`src/rtl/bod_pkg.sv`:
```
// Shared types, constants and the per-side update function of the overload detector.
package bod_pkg;

  // Sample and register widths
  localparam int unsigned SAMPLE_BITS = 24;
  localparam int unsigned THR_BITS    = 24;
  localparam int unsigned CNT_BITS    = 16;
  localparam int unsigned CMP_BITS    = (SAMPLE_BITS > THR_BITS) ? SAMPLE_BITS : THR_BITS;

  // Configuration register indexes (paddr[3:2])
  localparam logic [1:0] REG_ON_THR  = 2'd0;
  localparam logic [1:0] REG_OFF_THR = 2'd1;
  localparam logic [1:0] REG_ON_CNT  = 2'd2;
  localparam logic [1:0] REG_OFF_CNT = 2'd3;

  // Register reset values
  localparam logic [THR_BITS-1:0] ON_THR_RESET  = THR_BITS'(24'h800000);
  localparam logic [THR_BITS-1:0] OFF_THR_RESET = '0;
  localparam logic [CNT_BITS-1:0] ON_CNT_RESET  = CNT_BITS'(1);
  localparam logic [CNT_BITS-1:0] OFF_CNT_RESET = CNT_BITS'(1);

  // Input word
  typedef struct packed {
    logic signed [SAMPLE_BITS-1:0] sample;
    logic                          compression_mode;
  } in_word_t;

  // Result word
  typedef struct packed {
    logic tension_overload;
    logic compression_overload;
  } out_word_t;

  // Configuration registers as seen by the datapath
  typedef struct packed {
    logic [THR_BITS-1:0] on_threshold;
    logic [THR_BITS-1:0] off_threshold;
    logic [CNT_BITS-1:0] on_count_needed;
    logic [CNT_BITS-1:0] off_count_needed;
  } cfg_t;

  // Classified sample passed from front to back
  typedef struct packed {
    logic is_tension;
    logic above_on;   // magnitude >= on threshold
    logic below_off;  // magnitude <= off threshold
  } cls_t;

  // State of one side
  typedef struct packed {
    logic                active;
    logic [CNT_BITS-1:0] on_cnt;
    logic [CNT_BITS-1:0] off_cnt;
  } side_t;

  // Debounced hysteresis update of one side for one sample
  function automatic side_t side_update(side_t s, logic cand, logic above_on, logic below_off,
                                        logic [CNT_BITS-1:0] on_need,
                                        logic [CNT_BITS-1:0] off_need);
    side_t               r;
    logic [CNT_BITS-1:0] nxt;
    r   = s;
    nxt = '0;
    if (!cand) begin
      r.on_cnt = '0;
      if (s.active && below_off) begin
        nxt = (s.off_cnt < off_need) ? s.off_cnt + CNT_BITS'(1) : s.off_cnt;
        if (nxt >= off_need) begin
          r.active  = 1'b0;
          r.off_cnt = '0;
        end else begin
          r.off_cnt = nxt;
        end
      end else begin
        r.off_cnt = '0;
      end
    end else begin
      r.off_cnt = '0;
      if (!s.active) begin
        if (above_on) begin
          nxt = (s.on_cnt < on_need) ? s.on_cnt + CNT_BITS'(1) : s.on_cnt;
          if (nxt >= on_need) begin
            r.active = 1'b1;
            r.on_cnt = '0;
          end else begin
            r.on_cnt = nxt;
          end
        end else begin
          r.on_cnt = '0;
        end
      end
    end
    return r;
  endfunction

endpackage

```
`src/rtl/bod_front.sv`:
```
// Front end: accepts sample words, takes the magnitude and side, compares against thresholds.
module bod_front (
  input  logic            clk_i,
  input  logic            rst_ni,
  input  bod_pkg::cfg_t   cfg_i,
  input  logic            push_i,
  input  bod_pkg::in_word_t in_word_i,
  output logic            full_o,
  output logic            cls_valid_o,
  output bod_pkg::cls_t   cls_o,
  input  logic            cls_full_i
);
  import bod_pkg::*;

  logic                   valid_q, valid_d;
  cls_t                   cls_q, cls_d;
  logic                   accept, fwd;
  logic [SAMPLE_BITS-1:0] raw, mag;
  logic [CMP_BITS-1:0]    mag_ext;
  logic                   neg;

  // Handshake: stage frees up when its word moves into the queue
  assign fwd    = valid_q && !cls_full_i;
  assign full_o = valid_q && cls_full_i;
  assign accept = push_i && !full_o;

  // Magnitude and side of the sample; the most negative value keeps its magnitude
  always_comb begin
    raw = in_word_i.sample;
    neg = raw[SAMPLE_BITS-1];
    mag = neg ? (~raw + SAMPLE_BITS'(1)) : raw;
    if (in_word_i.compression_mode) begin
      neg = |mag;
    end
    mag_ext          = CMP_BITS'(mag);
    cls_d.is_tension = !neg;
    cls_d.above_on   = mag_ext >= CMP_BITS'(cfg_i.on_threshold);
    cls_d.below_off  = mag_ext <= CMP_BITS'(cfg_i.off_threshold);
  end

  always_comb begin
    valid_d = valid_q;
    if (accept) begin
      valid_d = 1'b1;
    end else if (fwd) begin
      valid_d = 1'b0;
    end
  end

  // Stage valid
  always_ff @(posedge clk_i or negedge rst_ni) begin
    if (!rst_ni) begin
      valid_q <= 1'b0;
    end else begin
      valid_q <= valid_d;
    end
  end

  // Stage word
  always_ff @(posedge clk_i) begin
    if (accept) begin
      cls_q <= cls_d;
    end
  end

  assign cls_valid_o = valid_q;
  assign cls_o       = cls_q;

endmodule

```
`src/rtl/bod_cls_fifo.sv`:
```
// Two-entry queue of classified words between front and back.
module bod_cls_fifo (
  input  logic          clk_i,
  input  logic          rst_ni,
  input  logic          wr_i,
  input  bod_pkg::cls_t wr_word_i,
  output logic          full_o,
  input  logic          rd_i,
  output bod_pkg::cls_t rd_word_o,
  output logic          empty_o
);
  import bod_pkg::*;

  cls_t       mem_q [2];
  logic       wr_ptr_q, wr_ptr_d;
  logic       rd_ptr_q, rd_ptr_d;
  logic [1:0] cnt_q, cnt_d;
  logic       do_wr, do_rd;

  assign full_o    = cnt_q == 2'd2;
  assign empty_o   = cnt_q == 2'd0;
  assign do_wr     = wr_i && !full_o;
  assign do_rd     = rd_i && !empty_o;
  assign rd_word_o = mem_q[rd_ptr_q];

  // Pointer and fill count
  always_comb begin
    wr_ptr_d = do_wr ? !wr_ptr_q : wr_ptr_q;
    rd_ptr_d = do_rd ? !rd_ptr_q : rd_ptr_q;
    cnt_d    = cnt_q;
    if (do_wr && !do_rd) begin
      cnt_d = cnt_q + 2'd1;
    end else if (do_rd && !do_wr) begin
      cnt_d = cnt_q - 2'd1;
    end
  end

  always_ff @(posedge clk_i or negedge rst_ni) begin
    if (!rst_ni) begin
      wr_ptr_q <= 1'b0;
      rd_ptr_q <= 1'b0;
      cnt_q    <= 2'd0;
    end else begin
      wr_ptr_q <= wr_ptr_d;
      rd_ptr_q <= rd_ptr_d;
      cnt_q    <= cnt_d;
    end
  end

  // Storage
  always_ff @(posedge clk_i) begin
    if (do_wr) begin
      mem_q[wr_ptr_q] <= wr_word_i;
    end
  end

endmodule

```
`src/rtl/bod_back.sv`:
```
// Back end: per-side debounce state, mutual exclusion, and the result queue.
module bod_back (
  input  logic               clk_i,
  input  logic               rst_ni,
  input  bod_pkg::cfg_t      cfg_i,
  input  logic               cls_empty_i,
  input  bod_pkg::cls_t      cls_i,
  output logic               cls_rd_o,
  input  logic               pop_i,
  output logic               empty_o,
  output bod_pkg::out_word_t out_word_o
);
  import bod_pkg::*;

  side_t      ten_q, ten_d, cmp_q, cmp_d;
  side_t      ten_u, cmp_u;
  out_word_t  mem_q [2];
  logic       wr_ptr_q, rd_ptr_q;
  logic [1:0] cnt_q, cnt_d;
  logic       take, do_rd;

  // Take a word whenever the result queue has room
  assign take     = !cls_empty_i && (cnt_q != 2'd2);
  assign cls_rd_o = take;
  assign do_rd    = pop_i && !empty_o;
  assign empty_o  = cnt_q == 2'd0;

  // Side updates, then only one side may stay active
  always_comb begin
    ten_u = side_update(ten_q, cls_i.is_tension, cls_i.above_on, cls_i.below_off,
                        cfg_i.on_count_needed, cfg_i.off_count_needed);
    cmp_u = side_update(cmp_q, !cls_i.is_tension, cls_i.above_on, cls_i.below_off,
                        cfg_i.on_count_needed, cfg_i.off_count_needed);
    ten_d = ten_u;
    cmp_d = cmp_u;
    priority if (ten_u.active && cmp_u.active) begin
      if (cls_i.is_tension) begin
        cmp_d = '0;
      end else begin
        ten_d = '0;
      end
    end else if (ten_u.active) begin
      cmp_d = '0;
    end else if (cmp_u.active) begin
      ten_d = '0;
    end
  end

  // Result queue count
  always_comb begin
    cnt_d = cnt_q;
    if (take && !do_rd) begin
      cnt_d = cnt_q + 2'd1;
    end else if (do_rd && !take) begin
      cnt_d = cnt_q - 2'd1;
    end
  end

  // Side state and queue control
  always_ff @(posedge clk_i or negedge rst_ni) begin
    if (!rst_ni) begin
      ten_q    <= '0;
      cmp_q    <= '0;
      wr_ptr_q <= 1'b0;
      rd_ptr_q <= 1'b0;
      cnt_q    <= 2'd0;
    end else begin
      if (take) begin
        ten_q    <= ten_d;
        cmp_q    <= cmp_d;
        wr_ptr_q <= !wr_ptr_q;
      end
      if (do_rd) begin
        rd_ptr_q <= !rd_ptr_q;
      end
      cnt_q <= cnt_d;
    end
  end

  // Result storage
  always_ff @(posedge clk_i) begin
    if (take) begin
      mem_q[wr_ptr_q] <= '{tension_overload: ten_d.active, compression_overload: cmp_d.active};
    end
  end

  assign out_word_o = mem_q[rd_ptr_q];

endmodule

```
`src/rtl/bipolar_overload_detector.sv`:
```
// Bipolar overload detector: top level with configuration registers.
// A word accepted into the front stage passes the classification queue and the back end to out_word_o.
// Throughput: one word per cycle; front stage, a two-entry queue and a two-entry
// result queue let input and output stall independently.
// Reset: asynchronous, active low; both sides inactive with counters cleared,
// registers at their reset values, both queues empty.
module bipolar_overload_detector (
  input  logic               clk_i,
  input  logic               rst_ni,
  // Sample words
  input  logic               push,
  output logic               full,
  input  bod_pkg::in_word_t  in_word_i,
  // Result words
  output logic               empty,
  input  logic               pop,
  output bod_pkg::out_word_t out_word_o,
  // Configuration
  input  logic               psel,
  input  logic               penable,
  input  logic               pwrite,
  input  logic [3:0]         paddr,
  input  logic [31:0]        pwdata,
  output logic [31:0]        prdata,
  output logic               pready
);
  import bod_pkg::*;

  cfg_t cfg_q;
  logic cfg_wr;
  logic cls_valid, cls_full, cls_empty, cls_rd;
  cls_t cls_front, cls_back;

  // Register file
  assign pready = 1'b1;
  assign cfg_wr = psel && penable && pwrite && pready;

  always_ff @(posedge clk_i or negedge rst_ni) begin
    if (!rst_ni) begin
      cfg_q.on_threshold     <= ON_THR_RESET;
      cfg_q.off_threshold    <= OFF_THR_RESET;
      cfg_q.on_count_needed  <= ON_CNT_RESET;
      cfg_q.off_count_needed <= OFF_CNT_RESET;
    end else if (cfg_wr) begin
      unique case (paddr[3:2])
        REG_ON_THR:  cfg_q.on_threshold     <= pwdata[THR_BITS-1:0];
        REG_OFF_THR: cfg_q.off_threshold    <= pwdata[THR_BITS-1:0];
        REG_ON_CNT:  cfg_q.on_count_needed  <= pwdata[CNT_BITS-1:0];
        REG_OFF_CNT: cfg_q.off_count_needed <= pwdata[CNT_BITS-1:0];
        default:     cfg_q <= cfg_q;
      endcase
    end
  end

  // Read back
  always_comb begin
    unique case (paddr[3:2])
      REG_ON_THR:  prdata = 32'(cfg_q.on_threshold);
      REG_OFF_THR: prdata = 32'(cfg_q.off_threshold);
      REG_ON_CNT:  prdata = 32'(cfg_q.on_count_needed);
      REG_OFF_CNT: prdata = 32'(cfg_q.off_count_needed);
      default:     prdata = '0;
    endcase
  end

  bod_front u_front (
    .clk_i      (clk_i),
    .rst_ni     (rst_ni),
    .cfg_i      (cfg_q),
    .push_i     (push),
    .in_word_i  (in_word_i),
    .full_o     (full),
    .cls_valid_o(cls_valid),
    .cls_o      (cls_front),
    .cls_full_i (cls_full)
  );

  bod_cls_fifo u_cls_fifo (
    .clk_i    (clk_i),
    .rst_ni   (rst_ni),
    .wr_i     (cls_valid),
    .wr_word_i(cls_front),
    .full_o   (cls_full),
    .rd_i     (cls_rd),
    .rd_word_o(cls_back),
    .empty_o  (cls_empty)
  );

  bod_back u_back (
    .clk_i      (clk_i),
    .rst_ni     (rst_ni),
    .cfg_i      (cfg_q),
    .cls_empty_i(cls_empty),
    .cls_i      (cls_back),
    .cls_rd_o   (cls_rd),
    .pop_i      (pop),
    .empty_o    (empty),
    .out_word_o (out_word_o)
  );

endmodule
```
`config.mk`:
```
export PLATFORM = sky130hd
export DESIGN_NAME = bipolar_overload_detector
export DESIGN_NICKNAME = d
export VERILOG_FILES = /design/src/rtl/bod_pkg.sv /design/src/rtl/bod_front.sv /design/src/rtl/bod_cls_fifo.sv /design/src/rtl/bod_back.sv /design/src/rtl/bipolar_overload_detector.sv
export SDC_FILE = /design/constraint.sdc
export NUM_CORES = 1
export LEC_CHECK = 0
export BUFFER_PORTS_ARGS = -buffer_cell sky130_fd_sc_hd__buf_2
export CAP_MARGIN = 20
export CORE_MARGIN = 5
export CORE_UTILIZATION = 50
export DETAILED_ROUTE_END_ITERATION = 12
export PLACE_DENSITY_LB_ADDON = 0.15
export SKIP_LAST_GASP = 1
export SYNTH_ARGS = -nofsm -noshare
export SYNTH_HDL_FRONTEND = slang
export SYNTH_SLANG_ARGS = --single-unit
```
`constraint.sdc`:
```
create_clock -name clk_i -period 11.15 [get_ports clk_i]
set_input_delay 2.23 -clock clk_i [delete_from_list [all_inputs] [get_ports clk_i]]
set_output_delay 2.23 -clock clk_i [all_outputs]
set_load 0.05 [all_outputs]
```
==> results.json <==
{
  "clk_latency_ps": 430,
  "dieWidth_um": 173.2,
  "rr_startpoint": "cfg_q[17]",
  "fin_crit_sh_pct": 54.38,
  "numCtsBuffers": 17,
  "reg2reg_depth": 17,
  "core_area_um2": 26130,
  "drt-pass1-iter-count": 6,
  "drc": 0,
  "hold_start": "u_front.cls_o[1]",
  "setup_violations": 0,
  "synthesis.area_um2": 13320,
  "grt_pass1_vias": 10581,
  "ir_drop_mv": 0.1032,
  "synth-simple-area-share_pct": 14.92,
  "outcome": "completed",
  "drive_above_1_share_pct": 14.60,
  "fp.dieH_um": 173.2,
  "maxSlewHeadroom_pct": 36.45,
  "ios": 105,
  "synth_top_area_share_pct": 28.57,
  "finalHoldViolations": 0,
  "grt_max_degree": 71,
  "clockBufferDepth": 2,
  "timing.fmax_ghz": 0.1649,
  "holdWs_ps": 458.5,
  "post_cts_buffers": 0,
  "worst_pin_slew_ps": 953.2,
  "synth_area_leaders": "dfrtp_1, ha_1, xnor2_1, mux2_2, o21ai_0",
  "synth_warnings": 0,
  "muxShareOfSynthArea_pct": 8.006,
  "power_density_nw_per_um2": 172.4,
  "critPathMaxFanout": 27,
  "port_buffers": 85,
  "htreeDepth": 4,
  "synth_compound_area_share_pct": 17.19,
  "final_common_cell": "ha_1",
  "cts_root_buffer": "clkbuf_16",
  "cts_tree": "done",
  "clk_pin_slew_ps": 60,
  "drv_slew": 0,
  "wirelength_mm": 34.48,
  "async_flop_share_pct": 92.26,
  "hold_end": "u_cls_fifo.mem_q[1][1]",
  "synth_cells": 1425,
  "tns_ps": 0,
  "arrival_ps": 3830,
  "hold_path_class": "reg2reg",
  "maxCapViolations": 0,
  "synthToLayoutAreaGrowth_pct": 10.04,
  "synth_seq_cells": 168,
  "r2r-end": "u_back.ten_q[6]",
  "synth_top_family_by_area": "compound AO/OA/AOI/OAI gates",
  "ys_seq_area_share_pct": 32.09,
  "vias_per_cell": 5.922,
  "endpoint_kind": "primary output",
  "drtIter0Drc": 631,
  "ant_nets": 0,
  "power_mw": 2.526,
  "vias": 10832,
  "layout_common_cells": "ha_1, dfrtp_1, nand2_1, o21ai_0, inv_1",
  "hpwl_mm": 26.34,
  "fin_crit_ps": 6063,
  "grt_pass1_wl_mm": 55.95,
  "cts_hold_buf": 0,
  "cp-start-kind": "input pin",
  "antenna_found_initial": 1,
  "cts_resized": 0,
  "final_nets": 1727,
  "worstPathRequired_ps": 8920,
  "skew_ps": 13.07,
  "p_leak_nw": 6.961,
  "die_area_um2": 29990,
  "hold_depth": 0,
  "place_congestion": 0.8510,
  "synthXorXnorAreaFrac_pct": 5.986,
  "synth_edf_count": 13,
  "rrSetupSlack_ps": 5330,
  "grt-ovfl-total": 0,
  "worst-setup-path-type": "in2out",
  "yosysTopAreaCell": "dfrtp_1",
  "initial_core_util_pct": 50.95,
  "rsz0062_at_grt": "false",
  "syn_avg_cell_area_um2": 9.344,
  "synth.distinct_cells": 78,
  "cts.sinks": 168,
  "ys.flop_type": "dfrtp_1",
  "track_usage_pct": 22.95,
  "fp-row-count": 59,
  "wire_per_inst_um": 18.85,
  "synth_fa_ha_area_share_pct": 16.82
}
cell usage after synthesis, types with 32 or more instances:
cell	number
a21o_1	38
a21oi_1	69
clkbuf_1	50
dfrtp_1	152
ha_1	179
inv_1	95
mux2_2	52
nand2_1	122
nand3_1	41
nand4_1	32
nor2_1	60
o21ai_0	101
xnor2_1	68
worst max-delay path, cell delays in order:
cell	delay, ps
buf_2	680
mux4_2	660
buf_2	240
state kept, by name, indices dropped and copies added (netlist names):
name	count
cfg_q	80
u_back.cmp_q	33
u_back.ten_q	33
u_cls_fifo.mem_q	6
u_back.mem_q	4
u_front.cls_o	3
u_back.cnt_q	2
u_cls_fifo.cnt_q	2
u_back.rd_ptr_q	1
u_back.wr_ptr_q	1
u_cls_fifo.rd_ptr_q	1
u_cls_fifo.wr_ptr_q	1
u_front.cls_valid_o	1
worst max path at each step:
| stage | start | endpoint | slack (ps) | depth (start not counted) |
|---|---|---|---|---|
| global placement | paddr[2] | prdata[1] | 5070 | 3 |
| global route | cfg_q[17] | u_back.ten_q[6] | 4780 | 17 |
| floorplan | paddr[2] | prdata[16] | 4530 | 5 |
| CTS | paddr[2] | prdata[1] | 5050 | 3 |
| finish | paddr[2] | prdata[1] | 5090 | 3 |
| detailed placement | paddr[2] | prdata[1] | 5050 | 3 |
cells by family after synthesis:
| kind of cell | Yosys count |
|---|---|
| other | 2 |
| multiplexers | 80 |
| XOR/XNOR | 91 |
| flip-flops | 168 |
| AO/OA/AOI/OAI | 353 |
| buffers and inverters | 163 |
| adder cells (fa/ha/maj) | 179 |
| AND/OR/NAND/NOR | 389 |
routing by layer:
metal	global-route usage, %	part of all wire (%)
met2	38.44	48
met1	31.44	46
met3	3.057	3.9
met5	0	0
met4	6.285	1.9
layout make-up:
type / instances / area (µm²)
Fill cell: 2371 / 11480
Multi-Input combinational cell: 1101 / 8432
Sequential cell: 168 / 4273
Timing Repair Buffer: 96 / 534.3
Clock buffer: 20 / 466.7
Tap cell: 335 / 419.2
Inverter: 96 / 360.3
Clock inverter: 12 / 163.9
Antenna cell: 1 / 2.502
report_power, final:
group	switching, mW	internal, mW	leakage (nW)	total [mW]
registers	0.0895	0.737	2.11	0.827
logic	0.681	0.375	4.55	1.06
clock network	0.269	0.375	0.302	0.644
metrics by stage:
stage / utilization (%) / instances / worst slack, ps / cell area, µm²
floorplan: - / 1432 / 4530 / 13340
global placement: 53.51 / 1794 / 5067 / 13980
detailed placement: 53.51 / 1794 / 5054 / 13980
CTS: 55.92 / 1826 / 5052 / 14610
global route: 56.07 / 1829 / 4784 / 14650
finish: 56.07 / 1829 / 5087 / 14650
Note: power is estimated with default switching activity, not from simulation.
